## src/hw/rtl/odr_pkg.sv

```systemverilog
package odr_pkg;

  // field widths
  localparam int unsigned ChanW  = 8;
  localparam int unsigned LevelW = 2;
  localparam int unsigned EntryW = 5;
  localparam int unsigned PhaseW = 2;
  localparam int unsigned CodeW  = 3 * LevelW;
  localparam int unsigned RowW   = 4 * EntryW;
  localparam int unsigned CfgIdxW = 2;
  localparam int unsigned CfgW   = RowW;

  // quantize mode carried by the kind field
  typedef enum logic [0:0] {
    KIND_PLAIN  = 1'b0,
    KIND_DITHER = 1'b1
  } kind_e;

  // configuration register indexes
  typedef enum logic [CfgIdxW-1:0] {
    REG_BAYER_ROW0 = 2'd0,
    REG_BAYER_ROW1 = 2'd1,
    REG_BAYER_ROW2 = 2'd2,
    REG_BAYER_ROW3 = 2'd3
  } cfg_reg_e;

  // one bayer row: four 5-bit entries, column c at bits 5c+4..5c
  typedef logic [3:0][EntryW-1:0] bayer_row_t;

  localparam bayer_row_t BayerRow0Rst = bayer_row_t'(20'd329984);
  localparam bayer_row_t BayerRow1Rst = bayer_row_t'(20'd211084);
  localparam bayer_row_t BayerRow2Rst = bayer_row_t'(20'd296291);
  localparam bayer_row_t BayerRow3Rst = bayer_row_t'(20'd177391);

  // band cut points
  localparam logic [ChanW-1:0] StepVal = 8'd85;
  localparam logic [ChanW-1:0] HighCut = 8'd170;

  // threshold terms, everything scaled by 32
  localparam int unsigned CmpW = 13;
  localparam logic [CmpW-1:0] ThrMul = 13'd172;
  localparam logic [CmpW-1:0] ThrOff = 13'd86;

  // plain rounding: floor((6c+255)/510) reduces to three cut points
  localparam logic [ChanW-1:0] PlainCut1 = 8'd43;
  localparam logic [ChanW-1:0] PlainCut2 = 8'd128;
  localparam logic [ChanW-1:0] PlainCut3 = 8'd213;

endpackage

```

## src/hw/rtl/odr_bayer_regs.sv

```systemverilog
module odr_bayer_regs (
  input  logic                          clk_i,
  input  logic                          rst_ni,
  input  logic                          cfg_we_i,
  input  logic [odr_pkg::CfgIdxW-1:0]   cfg_idx_i,
  input  logic [odr_pkg::CfgW-1:0]      cfg_data_i,
  input  logic [odr_pkg::PhaseW-1:0]    row_phase_i,
  input  logic [odr_pkg::PhaseW-1:0]    col_phase_i,
  output logic [odr_pkg::EntryW-1:0]    entry_o
);

  odr_pkg::bayer_row_t rows_q [4];

  always_ff @(posedge clk_i or negedge rst_ni) begin
    if (!rst_ni) begin
      rows_q[0] <= odr_pkg::BayerRow0Rst;
      rows_q[1] <= odr_pkg::BayerRow1Rst;
      rows_q[2] <= odr_pkg::BayerRow2Rst;
      rows_q[3] <= odr_pkg::BayerRow3Rst;
    end else if (cfg_we_i) begin
      case (odr_pkg::cfg_reg_e'(cfg_idx_i))
        odr_pkg::REG_BAYER_ROW0: rows_q[0] <= odr_pkg::bayer_row_t'(cfg_data_i);
        odr_pkg::REG_BAYER_ROW1: rows_q[1] <= odr_pkg::bayer_row_t'(cfg_data_i);
        odr_pkg::REG_BAYER_ROW2: rows_q[2] <= odr_pkg::bayer_row_t'(cfg_data_i);
        odr_pkg::REG_BAYER_ROW3: rows_q[3] <= odr_pkg::bayer_row_t'(cfg_data_i);
        default: ;
      endcase
    end
  end

  // row mux then column slice
  assign entry_o = rows_q[row_phase_i][col_phase_i];

endmodule

```

## src/hw/rtl/odr_chan_quant.sv

```systemverilog
module odr_chan_quant (
  input  logic                         kind_i,
  input  logic [odr_pkg::ChanW-1:0]    chan_i,
  input  logic [odr_pkg::EntryW-1:0]   entry_i,
  output logic [odr_pkg::LevelW-1:0]   level_o
);

  logic [odr_pkg::LevelW-1:0] band;
  logic [odr_pkg::LevelW-1:0] plain_level;
  logic [odr_pkg::LevelW-1:0] dither_level;
  logic [odr_pkg::ChanW-1:0]  diff;
  logic [odr_pkg::CmpW-1:0]   lhs;
  logic [odr_pkg::CmpW-1:0]   rhs;

  always_comb begin
    if (chan_i > odr_pkg::HighCut) begin
      band = 2'd2;
      diff = chan_i - odr_pkg::HighCut;
    end else if (chan_i > odr_pkg::StepVal) begin
      band = 2'd1;
      diff = chan_i - odr_pkg::StepVal;
    end else begin
      band = 2'd0;
      diff = chan_i;
    end
  end

  // diff*32 > entry*172 - 86, moved to the unsigned side
  assign lhs = {diff, 5'b0} + odr_pkg::ThrOff;
  assign rhs = odr_pkg::CmpW'(entry_i) * odr_pkg::ThrMul;
  assign dither_level = (lhs > rhs) ? band + 2'd1 : band;

  always_comb begin
    if (chan_i >= odr_pkg::PlainCut3) begin
      plain_level = 2'd3;
    end else if (chan_i >= odr_pkg::PlainCut2) begin
      plain_level = 2'd2;
    end else if (chan_i >= odr_pkg::PlainCut1) begin
      plain_level = 2'd1;
    end else begin
      plain_level = 2'd0;
    end
  end

  assign level_o = (odr_pkg::kind_e'(kind_i) == odr_pkg::KIND_DITHER) ?
                   dither_level : plain_level;

endmodule

```

## src/hw/rtl/ordered_dither_rgb_to_6bit_core.sv

```systemverilog
// ordered dither color reducer, 24-bit rgb pixel to 6-bit rrggbb code
// pipeline: each word passes through the input reg, then the result reg
// throughput: one word per cycle, sustained while the output side does not stall
// reset: async active low; clears both valid flags and loads the default 4x4
// bayer matrix into the four row registers
module ordered_dither_rgb_to_6bit_core (
  input  logic                          clk_i,
  input  logic                          rst_ni,

  // configuration write port
  input  logic                          cfg_we_i,
  input  logic [odr_pkg::CfgIdxW-1:0]   cfg_idx_i,
  input  logic [odr_pkg::CfgW-1:0]      cfg_data_i,

  // pixel input channel
  input  logic                          in_valid_i,
  output logic                          in_stall_o,
  input  logic                          kind_i,
  input  logic [odr_pkg::ChanW-1:0]     red_i,
  input  logic [odr_pkg::ChanW-1:0]     green_i,
  input  logic [odr_pkg::ChanW-1:0]     blue_i,
  input  logic [odr_pkg::PhaseW-1:0]    col_phase_i,
  input  logic [odr_pkg::PhaseW-1:0]    row_phase_i,

  // code output channel
  output logic                          out_valid_o,
  input  logic                          out_stall_i,
  output logic [odr_pkg::CodeW-1:0]     code_o
);

  // input register stage
  logic                        in_vld_q;
  logic                        kind_q;
  logic [odr_pkg::ChanW-1:0]   red_q;
  logic [odr_pkg::ChanW-1:0]   green_q;
  logic [odr_pkg::ChanW-1:0]   blue_q;
  logic [odr_pkg::PhaseW-1:0]  col_q;
  logic [odr_pkg::PhaseW-1:0]  row_q;

  // result register stage
  logic                        out_vld_q;
  logic [odr_pkg::CodeW-1:0]   code_q;
  logic [odr_pkg::CodeW-1:0]   code_d;

  logic                        out_load;
  logic                        in_take;

  logic [odr_pkg::EntryW-1:0]  entry;
  logic [odr_pkg::LevelW-1:0]  lvl_r;
  logic [odr_pkg::LevelW-1:0]  lvl_g;
  logic [odr_pkg::LevelW-1:0]  lvl_b;

  // result reg takes a new word when empty or being drained this cycle
  assign out_load = !out_vld_q || !out_stall_i;
  // input reg frees up when empty or when its word moves into the result reg
  assign in_take  = !in_vld_q || out_load;
  assign in_stall_o = !in_take;

  always_ff @(posedge clk_i or negedge rst_ni) begin
    if (!rst_ni) begin
      in_vld_q <= 1'b0;
    end else if (in_take) begin
      in_vld_q <= in_valid_i;
    end
  end

  // pixel fields need no reset
  always_ff @(posedge clk_i) begin
    if (in_take && in_valid_i) begin
      kind_q  <= kind_i;
      red_q   <= red_i;
      green_q <= green_i;
      blue_q  <= blue_i;
      col_q   <= col_phase_i;
      row_q   <= row_phase_i;
    end
  end

  // bayer matrix; user must change rows only while pipe is empty, not enforced
  odr_bayer_regs u_bayer (
    .clk_i       (clk_i),
    .rst_ni      (rst_ni),
    .cfg_we_i    (cfg_we_i),
    .cfg_idx_i   (cfg_idx_i),
    .cfg_data_i  (cfg_data_i),
    .row_phase_i (row_q),
    .col_phase_i (col_q),
    .entry_o     (entry)
  );

  // one quantizer per channel, all sharing the same bayer entry
  odr_chan_quant u_quant_r (
    .kind_i  (kind_q),
    .chan_i  (red_q),
    .entry_i (entry),
    .level_o (lvl_r)
  );

  odr_chan_quant u_quant_g (
    .kind_i  (kind_q),
    .chan_i  (green_q),
    .entry_i (entry),
    .level_o (lvl_g)
  );

  odr_chan_quant u_quant_b (
    .kind_i  (kind_q),
    .chan_i  (blue_q),
    .entry_i (entry),
    .level_o (lvl_b)
  );

  // pack as rrggbb
  assign code_d = {lvl_r, lvl_g, lvl_b};

  always_ff @(posedge clk_i or negedge rst_ni) begin
    if (!rst_ni) begin
      out_vld_q <= 1'b0;
    end else if (out_load) begin
      out_vld_q <= in_vld_q;
    end
  end

  always_ff @(posedge clk_i) begin
    if (out_load && in_vld_q) begin
      code_q <= code_d;
    end
  end

  assign out_valid_o = out_vld_q;
  assign code_o      = code_q;

endmodule

```

## config.mk

```make
export PLATFORM = sky130hd
export DESIGN_NAME = ordered_dither_rgb_to_6bit_core
export DESIGN_NICKNAME = d
export VERILOG_FILES = /design/src/hw/rtl/odr_pkg.sv /design/src/hw/rtl/odr_bayer_regs.sv /design/src/hw/rtl/odr_chan_quant.sv /design/src/hw/rtl/ordered_dither_rgb_to_6bit_core.sv
export SDC_FILE = /design/constraint.sdc
export NUM_CORES = 1
export LEC_CHECK = 0
export BUFFER_PORTS_ARGS = -buffer_cell sky130_fd_sc_hd__buf_2
export CORE_ASPECT_RATIO = 2
export CORE_MARGIN = 2
export CORE_UTILIZATION = 40
export CTS_CLUSTER_SIZE = 40
export DETAILED_ROUTE_END_ITERATION = 7
export PLACE_DENSITY = 0.57
export SLEW_MARGIN = 20
export SYNTH_ARGS = -nofsm -noshare
export SYNTH_HDL_FRONTEND = slang
export SYNTH_SLANG_ARGS = --single-unit
```

## constraint.sdc

```tcl
create_clock -name clk_i -period 16.91 [get_ports clk_i]
set_input_delay 3.382 -clock clk_i [delete_from_list [all_inputs] [get_ports clk_i]]
set_output_delay 3.382 -clock clk_i [all_outputs]
set_load 0.02 [all_outputs]
```

==> results.yml, run 1 <==
status:
  outcome: "finished, final reports clean"
drt:
  detail_route.drc_violations: 0
  totalWireLength_um: 18000
  dr_total_vias: 5533
  drt_pass1_iterations: 4
  detailedRoute.firstIterationViolations: 129
  route.detailed.wl_per_inst_um: 18.1
  viasPerCell: 5.58
  final_antenna_net_count: 0
worst_hold_path:
  hold_path_startpoint: "in_vld_q$_DFFE_PN0N_"
  whs_path_depth: 1
  worst_hold_path_endpoint: "out_valid_o$_DFFE_PN0P_"
  holdCritPathClass: "reg2reg"
die:
  die_h_um: 201
  design.core.area_um2: 19200
  site_rows: 72
  boundaryPins: 64
  initial_core_util_pct: 40.4
  die_width_um: 102
  die-area_um2: 20600
synth:
  synthCells: 659
  syn_nets: 777
  syn_area_um2: 7750
  yosys_most_used_dff: "sky130_fd_sc_hd__dfrtp_1"
  yosys_register_bits: 117
  synth_sequential_area_ratio_pct: 40.5
  post_synth_cell_types: 87
  synth_enable_flop_cells: 35
  async_reset_ff_share_pct: 70.1
  ys.warnings.count: 0
  avg_cell_area_syn_um2: 11.8
timing:
  finalClockSkew_ps: 5.87
  worst_margin_pin_slew_ps: 1050
  hold_violations: 0
  setup_viol_count_final: 0
  relSlewSlack_pct: 29.9
  timing.hold.ws_ps: 491
  report.final.slew_viol_count: 0
  achievable-frequency_mhz: 139
  fin_setup_tns_ps: 0
  final_worst_path_period_need_ps: 7180
  post-route-period-util_pct: 42.5
  rsz0062_at_grt: "no"
  fin_ws_ps: 9730
place:
  place.detailed.hpwl_um: 13600
  preCtsSetupSlack_ps: 9720
  portBuffers: 63
  post_dp_cell_area_um2: 8320
  routabilityCongestion: 0.913
setup_path:
  ff2ff_setup_slack_ps: 10650
  critPathKind: "in2out"
  setup.worst_path.start_class: "input port"
  worst_r2r_path_depth: 22
  crit_fanout: 3
  crit_arrival_ps: 3800
  worstPathRequired_ps: 13530
  worstSetupEndpointType: "output port"
  rr_endpoint: "code_o[5]$_DFFE_PP_"
  rr_startpoint: "row_q[1]$_DFFE_PP_"
global_routing:
  number_of_global_route_vias_before_repair: 5940
  grt_antenna_before_repair: 0
  grtUsageTotal_pct: 18.9
  first_pass_grt_wire_length_um: 29700
  globalRouteOverflowTotal: 0
  grt_start_max_net_pins: 83
power_and_ir_drop:
  irDropWorstVdd_v: 0.0000955
  static-leakage-power_nw: 3.75
  pwr_density_cell_nw_per_um2: 144
job:
  number_of_max_capacitance_violations_reported: 0
clocking:
  clk_transition_reported_paths_ps: 50
  clkSinkCount: 117
  cell_at_the_root_of_the_clock_tree: "sky130_fd_sc_hd__clkbuf_16"
  cts_hold_repair.buffers: 0
  cts.repair_timing.setup_buffer_count: 0
  clock_path_buffers: 2
  cts_made_buffers: 17
  post_cts_resized: 0
  cts_max_level: 4
  tritoncts: "done"
  worstSkewPairLatency_ps: 420
final_layout:
  diodes: 0
  synthToLayoutAreaGrowth_pct: 14.6
  layout.nets: 838
  final_area_um2: 8890
  postLayoutCoreUtil_pct: 46.3
  layout-drive-gt1-share_pct: 35.9
==> routing by layer <==
metal	wire length [um]	global-route usage, %	share of wire [%]
met5	0	0	0
met4	634	9.57	3.5
met3	457	3.48	2.5
met2	10700	36.0	59
met1	6180	18.3	34
==> layout by cell type (no fill, tap or decap), types with 6 or more instances in the layout <==
cell                        synthesis  final
sky130_fd_sc_hd__nand2_1           32     32
sky130_fd_sc_hd__a21o_1             7      7
sky130_fd_sc_hd__ha_1              58     58
sky130_fd_sc_hd__mux2_2            82     82
sky130_fd_sc_hd__buf_4              2      7
sky130_fd_sc_hd__xnor2_1           14     14
sky130_fd_sc_hd__a21oi_1           28     28
sky130_fd_sc_hd__o211ai_1           9      9
sky130_fd_sc_hd__nand2b_1           6      6
sky130_fd_sc_hd__nand3_1           14     14
sky130_fd_sc_hd__dfrtp_1           50     50
sky130_fd_sc_hd__clkinv_2           0      6
sky130_fd_sc_hd__inv_1             44     44
sky130_fd_sc_hd__buf_2              4     62
sky130_fd_sc_hd__o21ai_0           30     30
sky130_fd_sc_hd__o31ai_1            6      6
sky130_fd_sc_hd__dfstp_2           32     32
sky130_fd_sc_hd__xor2_1            10     10
sky130_fd_sc_hd__nor2_1            23     23
sky130_fd_sc_hd__edfxtp_1          35     35
sky130_fd_sc_hd__clkbuf_16          0     19
sky130_fd_sc_hd__mux4_2            24     24
sky130_fd_sc_hd__o21a_1             7      7
sky130_fd_sc_hd__and3_1             6      6
==> state kept, by name (all words and copies together), names as in the netlist <==
name,cells
in_vld_q,1
code_o,6
blue_q,8
green_q,8
row_q,2
col_q,2
out_valid_o,1
u_bayer.rows_q,80
red_q,8
kind_q,1
==> cells in the mapped netlist, drive strengths merged, types with 4 or more instances <==
| cell type | n | share of area [%] |
|---|---|---|
| xnor2 | 14 | 1.6 |
| o21ai | 33 | 2.1 |
| inv | 44 | 2.1 |
| edfxtp | 35 | 14 |
| nand3b | 4 | 0.39 |
| a211oi | 8 | 1.2 |
| nand3 | 14 | 0.90 |
| nand2b | 7 | 0.60 |
| dfstp | 32 | 11 |
| nand2 | 32 | 1.5 |
| o31ai | 6 | 0.58 |
| xor2 | 10 | 1.1 |
| fa | 4 | 1.0 |
| a21oi | 29 | 1.9 |
| buf | 9 | 0.69 |
| and3 | 7 | 0.58 |
| a21o | 8 | 0.79 |
| ha | 58 | 9.4 |
| nor2 | 23 | 1.1 |
| o21a | 7 | 0.68 |
| clkbuf | 19 | 1.0 |
| nor3 | 5 | 0.45 |
| dfrtp | 50 | 16 |
| nor3b | 5 | 0.48 |
| and2 | 4 | 0.34 |
| mux2i | 5 | 0.65 |
| mux4 | 24 | 7.0 |
| mux2 | 84 | 12 |
| o211ai | 10 | 1.0 |
==> power by group <==
part	total (mW)	switching [mW]	internal, mW
logic	0.562	0.305	0.257
registers	0.384	0.0314	0.352
clock network	0.338	0.124	0.214
==> worst max path at each step <==
stage / end / from
2_1_floorplan: in_stall_o / out_stall_i
3_3_place_gp: in_stall_o / out_stall_i
3_5_place_dp: in_stall_o / out_stall_i
4_1_cts: in_stall_o / out_stall_i
5_1_grt: in_stall_o / out_stall_i
6_report: in_stall_o / out_stall_i
==> cell families (layout without fill, tap and decap cells) <==
kind of cell / after synthesis / in the layout / synth area share [%]
AO/OA/AOI/OAI: 146 / 146 / 13.6
XOR/XNOR: 24 / 24 / 2.71
adder cells (fa/ha/maj): 62 / 62 / 10.4
buffers and inverters: 72 / 145 / 3.87
flip-flops: 117 / 117 / 40.5
multiplexers: 113 / 113 / 19.9
AND/OR/NAND/NOR: 125 / 125 / 8.97
==> worst max-delay path, stage by stage <==
cell and delay [ps]:
sky130_fd_sc_hd__buf_2 100, sky130_fd_sc_hd__nand3_1 110, sky130_fd_sc_hd__inv_1 60, sky130_fd_sc_hd__buf_2 150
==> stage by stage <==
| step | total power, mW | std cells |
|---|---|---|
| 5_1_grt | 1.40 | 991 |
| 3_3_place_gp | 0.924 | 960 |
| 4_1_cts | 1.30 | 991 |
| 2_1_floorplan | 0.820 | 659 |
| 6_report | 1.28 | 991 |
| 3_5_place_dp | 0.955 | 960 |
==> final cells by class <==
| cell class | instances | area [um2] |
|---|---|---|
| inverters | 44 | 165 |
| clock buffers | 23 | 520 |
| repair buffers | 70 | 374 |
| clock inverters | 8 | 45.0 |
| flip-flops and latches | 117 | 3140 |
| well taps | 259 | 324 |
| fillers | 1748 | 10300 |
| multi-input cells | 470 | 4320 |
Power figures use the tool's default switching activity.
==> run 2, diff against run 1 <==
--- a/config.mk
+++ b/config.mk
@@ -11,7 +11,7 @@
 export CORE_UTILIZATION = 40
 export CTS_CLUSTER_SIZE = 40
 export DETAILED_ROUTE_END_ITERATION = 7
-export PLACE_DENSITY = 0.57
+export PLACE_DENSITY = 0.59
 export SLEW_MARGIN = 20
 export SYNTH_ARGS = -nofsm -noshare
 export SYNTH_HDL_FRONTEND = slang
==> constraint.sdc (replaced) <==
create_clock -name clk_i -period 6 [get_ports clk_i]
set_input_delay 1.2 -clock clk_i [delete_from_list [all_inputs] [get_ports clk_i]]
set_output_delay 1.2 -clock clk_i [all_outputs]
set_load 0.02 [all_outputs]
==> run 2 against run 1 <==
Net effect: setup slack worse by 9400 ps; count of clock-buffer cells in the layout up 5; register-to-register slack worse by 10000 ps; critical endpoint is now code_o[5]$_DFFE_PP_; highest routed layer unchanged.
==> results.yml, run 2 (synthesis gave the netlist of run 1 again) <==
timing:
  report.final.slew_viol_count: 0
  setup_viol_count_final: 0
  relSlewSlack_pct: 38.8
  timing.hold.ws_ps: 473
  finalClockSkew_ps: 9.96
  post-route-period-util_pct: 95.2
  fin_setup_tns_ps: 0
  rsz0062_at_grt: "no"
  achievable-frequency_mhz: 175
  hold_violations: 0
  worst_margin_pin_slew_ps: 915
  final_worst_path_period_need_ps: 5710
drt:
  viasPerCell: 5.53
  route.detailed.wl_per_inst_um: 18.3
  detail_route.drc_violations: 0
  dr_total_vias: 5514
  detailedRoute.firstIterationViolations: 178
  final_antenna_net_count: 0
  totalWireLength_um: 18300
  drt_pass1_iterations: 4
die:
  die_h_um: 201
  boundaryPins: 64
  die_width_um: 102
  design.core.area_um2: 19200
  die-area_um2: 20600
  site_rows: 72
  initial_core_util_pct: 40.4
place:
  place.detailed.hpwl_um: 13800
  portBuffers: 63
  post_dp_cell_area_um2: 8350
  routabilityCongestion: 0.932
power_and_ir_drop:
  p_sw_share_pct: 35.3
  seq_power_share_pct: 29.3
  static-leakage-power_nw: 3.78
  switching_power_mw: 1.31
  power.combinational.fraction_pct: 44.7
  post-layout-total-power_mw: 3.70
  irDropWorstVdd_v: 0.000309
  cell_internal_pwr_mw: 2.39
  clkPwrFrac_pct: 26.1
  pwr_density_cell_nw_per_um2: 413
status:
  outcome: "finished, final reports clean"
final_layout:
  mostFrequentLayoutCells: "82 x sky130_fd_sc_hd__mux2_2, 62 x sky130_fd_sc_hd__buf_2, 58 x sky130_fd_sc_hd__ha_1, 50 x sky130_fd_sc_hd__dfrtp_1, 44 x sky130_fd_sc_hd__inv_1"
  layout-drive-gt1-share_pct: 35.9
  most_common_cell_after_layout_fill_and_taps_aside: "sky130_fd_sc_hd__mux2_2"
  layout.nets: 844
  registers.top_by_ff_count: "u_bayer.rows_q"
  max_ffs_per_register: 80
  diodes: 0
  synthToLayoutAreaGrowth_pct: 15.4
  final_area_um2: 8950
clocking:
  tritoncts: "done"
  clkSinkCount: 117
  clock_path_buffers: 2
  cts_hold_repair.buffers: 0
  clk_transition_reported_paths_ps: 50
  cts_max_level: 4
  cts_made_buffers: 17
  worstSkewPairLatency_ps: 410
  cell_at_the_root_of_the_clock_tree: "sky130_fd_sc_hd__clkbuf_16"
setup_path:
  worst_setup_path_endpoint: "code_o[5]$_DFFE_PP_"
  critPathKind: "reg2reg"
  worstPathRequired_ps: 6160
  rr_endpoint: "code_o[5]$_DFFE_PP_"
  crit_arrival_ps: 5870
  crit_fanout: 15
  ff2ff_setup_slack_ps: 290
  setup.worst_path.start_class: "flip-flop"
  worstSetupEndpointType: "flip-flop"
  worst_r2r_path_depth: 23
  rr_startpoint: "row_q[0]$_DFFE_PP_"
  cp-startpoint: "row_q[0]$_DFFE_PP_"
global_routing:
  grt_start_max_net_pins: 83
  number_of_global_route_vias_before_repair: 6053
  first_pass_grt_wire_length_um: 30300
  globalRouteOverflowTotal: 0
  grtUsageTotal_pct: 18.9
  grt_antenna_before_repair: 0
job:
  number_of_max_capacitance_violations_reported: 0
worst_hold_path:
  whs_path_depth: 1
  holdCritPathClass: "reg2reg"
run 2: area by class of cell:
| class | count | area [um2] |
|---|---|---|
| Inverter | 44 | 165 |
| Timing Repair Buffer | 76 | 432 |
| Fill cell | 1790 | 10200 |
| Clock buffer | 28 | 518 |
| Multi-Input combinational cell | 470 | 4320 |
| Sequential cell | 117 | 3140 |
| Clock inverter | 4 | 45.0 |
| Tap cell | 259 | 324 |
run 2: through the flow:
step | std cells | worst slack (ps) | utilization, %
global placement | 962 | 273 | 43.5
floorplan | 659 | 265 | -
global route | 998 | 7.81 | 46.6
detailed placement | 962 | 61.5 | 43.5
CTS | 994 | 42.2 | 46.4
finish | 998 | 291 | 46.6
run 2: repair_timing:
item / 4_1_cts / 5_1_grt
resized for setup: 0 / 3
setup endpoints to repair: 0 / 2
setup buffers: 0 / 4
run 2: metal layers:
| metal | global-route usage (%) | wire length (um) | vias to the layer above |
|---|---|---|---|
| met5 | 0 | 0 | - |
| met3 | 2.79 | 420 | 28 |
| met2 | 35.9 | 11000 | 95 |
| li1 | - | - | 2625 |
| met4 | 9.24 | 525 | 0 |
| met1 | 19.1 | 6360 | 2766 |
run 2: worst min path at each step:
stage                                   start                        endpoint  slack, ps
5_1_grt        u_bayer.rows_q[34]$_DFFE_PN0P_  u_bayer.rows_q[34]$_DFFE_PN0P_        510
3_5_place_dp             in_vld_q$_DFFE_PN0N_         out_valid_o$_DFFE_PN0P_        470
3_3_place_gp             in_vld_q$_DFFE_PN0N_         out_valid_o$_DFFE_PN0P_        460
6_report                 in_vld_q$_DFFE_PN0N_         out_valid_o$_DFFE_PN0P_        470
4_1_cts                  in_vld_q$_DFFE_PN0N_         out_valid_o$_DFFE_PN0P_        480
2_1_floorplan            in_vld_q$_DFFE_PN0N_         out_valid_o$_DFFE_PN0P_        440
run 2: power groups by stage:
| stage | combinational [mW] | sequential [mW] | clock [mW] |
|---|---|---|---|
| floorplan | 1.25 | 1.06 | 0 |
| CTS | 1.64 | 1.08 | 0.994 |
| finish | 1.65 | 1.08 | 0.965 |
| detailed placement | 1.62 | 1.09 | 0 |
| global route | 1.88 | 1.10 | 1.02 |
| global placement | 1.55 | 1.09 | 0 |
run 2: worst max-delay path, cell delays in order (launching register included):
cell                        delay [ps]
sky130_fd_sc_hd__edfxtp_1          370
sky130_fd_sc_hd__buf_12            180
sky130_fd_sc_hd__mux4_2            530
sky130_fd_sc_hd__mux4_2            540
sky130_fd_sc_hd__ha_1              320
sky130_fd_sc_hd__inv_1              60
sky130_fd_sc_hd__fa_1              420
sky130_fd_sc_hd__fa_1              370
sky130_fd_sc_hd__inv_1              70
sky130_fd_sc_hd__ha_1              250
sky130_fd_sc_hd__nand2b_1          110
sky130_fd_sc_hd__a21oi_1            60
sky130_fd_sc_hd__or3_1             300
sky130_fd_sc_hd__nand2_1           140
sky130_fd_sc_hd__ha_1              280
sky130_fd_sc_hd__nand3_1            80
sky130_fd_sc_hd__a21oi_1            50
sky130_fd_sc_hd__a2111oi_2         330
sky130_fd_sc_hd__nor2_1            100
sky130_fd_sc_hd__o311ai_1          280
sky130_fd_sc_hd__o211ai_1          160
sky130_fd_sc_hd__o211ai_2          110
sky130_fd_sc_hd__o21ai_1            80
sky130_fd_sc_hd__mux2_4            250
==> run 3, diff against run 2 <==
--- a/config.mk
+++ b/config.mk
@@ -11,6 +11,7 @@
 export CORE_UTILIZATION = 40
 export CTS_CLUSTER_SIZE = 40
 export DETAILED_ROUTE_END_ITERATION = 7
+export MAX_ROUTING_LAYER = met4
 export PLACE_DENSITY = 0.59
 export SLEW_MARGIN = 20
 export SYNTH_ARGS = -nofsm -noshare
==> run 3 against run 2 <==
Net effect: first-iteration DRC count is 9.0% higher; clock skew is 2.4 ps higher; largest power group unchanged; hold slack better by 2.4 ps; clock power is 12% higher; combinational power hardly changed; utilization is 0.44 points higher; non-clock buffer count is 1 higher; die area stayed put; critical path type unchanged; register-to-register slack better by 60 ps; count of clock-buffer cells in the layout is 4 lower; final cell count is 0.10% higher; largest cell class unchanged.
==> results.yml, run 3 (synthesis gave the netlist of run 1 again) <==
final_layout:
  most_common_cell_after_layout_fill_and_taps_aside: "sky130_fd_sc_hd__mux2_2"
  layout-drive-gt1-share_pct: 36.8
  mostFrequentLayoutCells: "82 x sky130_fd_sc_hd__mux2_2, 62 x sky130_fd_sc_hd__buf_2, 58 x sky130_fd_sc_hd__ha_1, 50 x sky130_fd_sc_hd__dfrtp_1, 44 x sky130_fd_sc_hd__inv_1"
  fillers: 1743
  diodes: 0
  registers.top_by_ff_count: "u_bayer.rows_q"
  finalNonFillerCells: 999
  layout.nets: 845
  max_ffs_per_register: 80
  synthToLayoutAreaGrowth_pct: 16.5
clocking:
  cts_max_level: 4
  cell_at_the_root_of_the_clock_tree: "sky130_fd_sc_hd__clkbuf_16"
  cts_made_buffers: 17
  clk_transition_reported_paths_ps: 60
  clock_path_buffers: 2
  cts_hold_repair.buffers: 0
  worstSkewPairLatency_ps: 420
  tritoncts: "done"
  clkSinkCount: 117
place:
  place.detailed.hpwl_um: 13800
  routabilityCongestion: 0.942
  portBuffers: 63
  post-place-cells: 962
global_routing:
  grt_start_max_net_pins: 83
  grtUsageTotal_pct: 19.6
  grt_antenna_before_repair: 0
  globalRouteOverflowTotal: 0
  first_pass_grt_wire_length_um: 30300
  number_of_global_route_vias_before_repair: 6024
drt:
  drt_pass1_iterations: 4
  detailedRoute.firstIterationViolations: 194
  viasPerCell: 5.50
  detail_route.drc_violations: 0
  dr_total_vias: 5495
  final_antenna_net_count: 0
  route.detailed.wl_per_inst_um: 18.4
  totalWireLength_um: 18300
die:
  die_h_um: 201
  die_width_um: 102
  initial_core_util_pct: 40.4
  boundaryPins: 64
  design.core.area_um2: 19200
  die-area_um2: 20600
  site_rows: 72
worst_hold_path:
  holdCritPathClass: "reg2reg"
  hold_path_startpoint: "in_vld_q$_DFFE_PN0N_"
  whs_path_depth: 1
  worst_hold_path_endpoint: "out_valid_o$_DFFE_PN0P_"
timing:
  achievable-frequency_mhz: 177
  final_worst_path_period_need_ps: 5640
  worst_margin_pin_slew_ps: 846
  fin_setup_tns_ps: 0
  setup_viol_count_final: 0
  relSlewSlack_pct: 43.5
  rsz0062_at_grt: "no"
  hold_violations: 0
  post-route-period-util_pct: 94.1
  report.final.slew_viol_count: 0
  finalClockSkew_ps: 12.3
power_and_ir_drop:
  pwr_density_cell_nw_per_um2: 424
  irDropWorstVdd_v: 0.000283
  static-leakage-power_nw: 3.82
status:
  outcome: "finished, final reports clean"
setup_path:
  crit_arrival_ps: 5810
  ff2ff_setup_slack_ps: 360
  worstPathRequired_ps: 6170
  worst_r2r_path_depth: 23
  worstSetupEndpointType: "flip-flop"
  rr_startpoint: "row_q[0]$_DFFE_PP_"
  critPathKind: "reg2reg"
  crit_fanout: 14
  setup.worst_path.start_class: "flip-flop"
  rr_endpoint: "code_o[5]$_DFFE_PP_"
job:
  number_of_max_capacitance_violations_reported: 0
==> run 3: cell count changes in the layout (fill, tap and decap cells not counted) <==
| cell | previous run | this run |
|---|---|---|
| sky130_fd_sc_hd__clkinv_4 | 0 | 2 |
| sky130_fd_sc_hd__clkbuf_1 | 7 | 1 |
| sky130_fd_sc_hd__bufinv_16 | 1 | 2 |
| sky130_fd_sc_hd__buf_4 | 12 | 13 |
| sky130_fd_sc_hd__clkinv_2 | 3 | 0 |
| sky130_fd_sc_hd__clkbuf_16 | 18 | 19 |
| sky130_fd_sc_hd__clkbuf_8 | 3 | 4 |
| sky130_fd_sc_hd__clkinvlp_4 | 0 | 1 |
| sky130_fd_sc_hd__inv_4 | 0 | 2 |
| sky130_fd_sc_hd__inv_6 | 0 | 1 |
==> run 3: routing by layer <==
metal | wire [um] | vias up | global-route usage, %
met2 | 11100 | 84 | 37.3
met4 | 386 | 0 | 7.43
met3 | 386 | 25 | 2.92
li1 | - | 2626 | -
met1 | 6430 | 2760 | 19.1
met5 | 0 | - | -
==> run 3: final cells by class <==
| cell class | count | area, um2 | share of cell area [%] |
|---|---|---|---|
| multi-input cells | 470 | 4320 | 47.8 |
| flip-flops and latches | 117 | 3140 | 34.8 |
| clock buffers | 24 | 534 | 5.91 |
| repair buffers | 77 | 439 | 4.86 |
| well taps | 259 | 324 | 3.59 |
| inverters | 44 | 165 | 1.83 |
| clock inverters | 8 | 106 | 1.18 |
==> run 3: how the worst max path moves through the flow <==
stage / start / end / slack, ps / cells after the start
floorplan: row_q[0]$_DFFE_PP_ / code_o[5]$_DFFE_PP_ / 270 / 24
global placement: row_q[0]$_DFFE_PP_ / code_o[5]$_DFFE_PP_ / 270 / 23
detailed placement: row_q[0]$_DFFE_PP_ / code_o[5]$_DFFE_PP_ / 100 / 23
CTS: row_q[0]$_DFFE_PP_ / code_o[5]$_DFFE_PP_ / 90 / 23
global route: row_q[0]$_DFFE_PP_ / code_o[5]$_DFFE_PP_ / 50 / 23
finish: row_q[0]$_DFFE_PP_ / code_o[5]$_DFFE_PP_ / 360 / 23
==> run 3: where the power goes <==
| group | switching, mW | total [mW] | internal, mW |
|---|---|---|---|
| combinational | 0.886 | 1.66 | 0.777 |
| sequential | 0.0884 | 1.08 | 0.992 |
| clock | 0.374 | 1.08 | 0.709 |
| total | 1.35 | 3.83 | 2.48 |
==> run 3: what timing repair did <==
action | 4_1_cts | 5_1_grt
resized for setup | 0 | 3
setup endpoints to repair | 0 | 2
setup buffers | 0 | 5
==> run 3: critical path, stage by stage (launching register included) <==
cell and delay [ps]:
sky130_fd_sc_hd__edfxtp_1 380, sky130_fd_sc_hd__buf_12 170, sky130_fd_sc_hd__mux4_2 510, sky130_fd_sc_hd__mux4_2 540, sky130_fd_sc_hd__ha_1 300, sky130_fd_sc_hd__inv_1 50, sky130_fd_sc_hd__fa_1 410, sky130_fd_sc_hd__fa_1 380
sky130_fd_sc_hd__inv_1 70, sky130_fd_sc_hd__ha_1 250, sky130_fd_sc_hd__nand2b_1 110, sky130_fd_sc_hd__a21oi_1 60, sky130_fd_sc_hd__or3_1 300, sky130_fd_sc_hd__nand2_1 130, sky130_fd_sc_hd__ha_1 280, sky130_fd_sc_hd__nand3_1 90
sky130_fd_sc_hd__a21oi_1 60, sky130_fd_sc_hd__a2111oi_2 330, sky130_fd_sc_hd__nor2_1 90, sky130_fd_sc_hd__o311ai_1 300, sky130_fd_sc_hd__o211ai_1 160, sky130_fd_sc_hd__o211ai_2 110, sky130_fd_sc_hd__o21ai_1 80, sky130_fd_sc_hd__mux2_4 250
==> run 3: through the flow <==
stage	area [um2]	setup slack [ps]	hold slack (ps)	utilization, %	power, mW
after global routing	9030	45.3	497	47.1	4.12
after global placement	8350	272	461	43.5	2.64
after CTS	8990	93.5	481	46.8	3.83
after detailed placement	8350	101	467	43.5	2.73
final	9030	355	475	47.1	3.83
after floorplan	7760	265	443	-	2.31
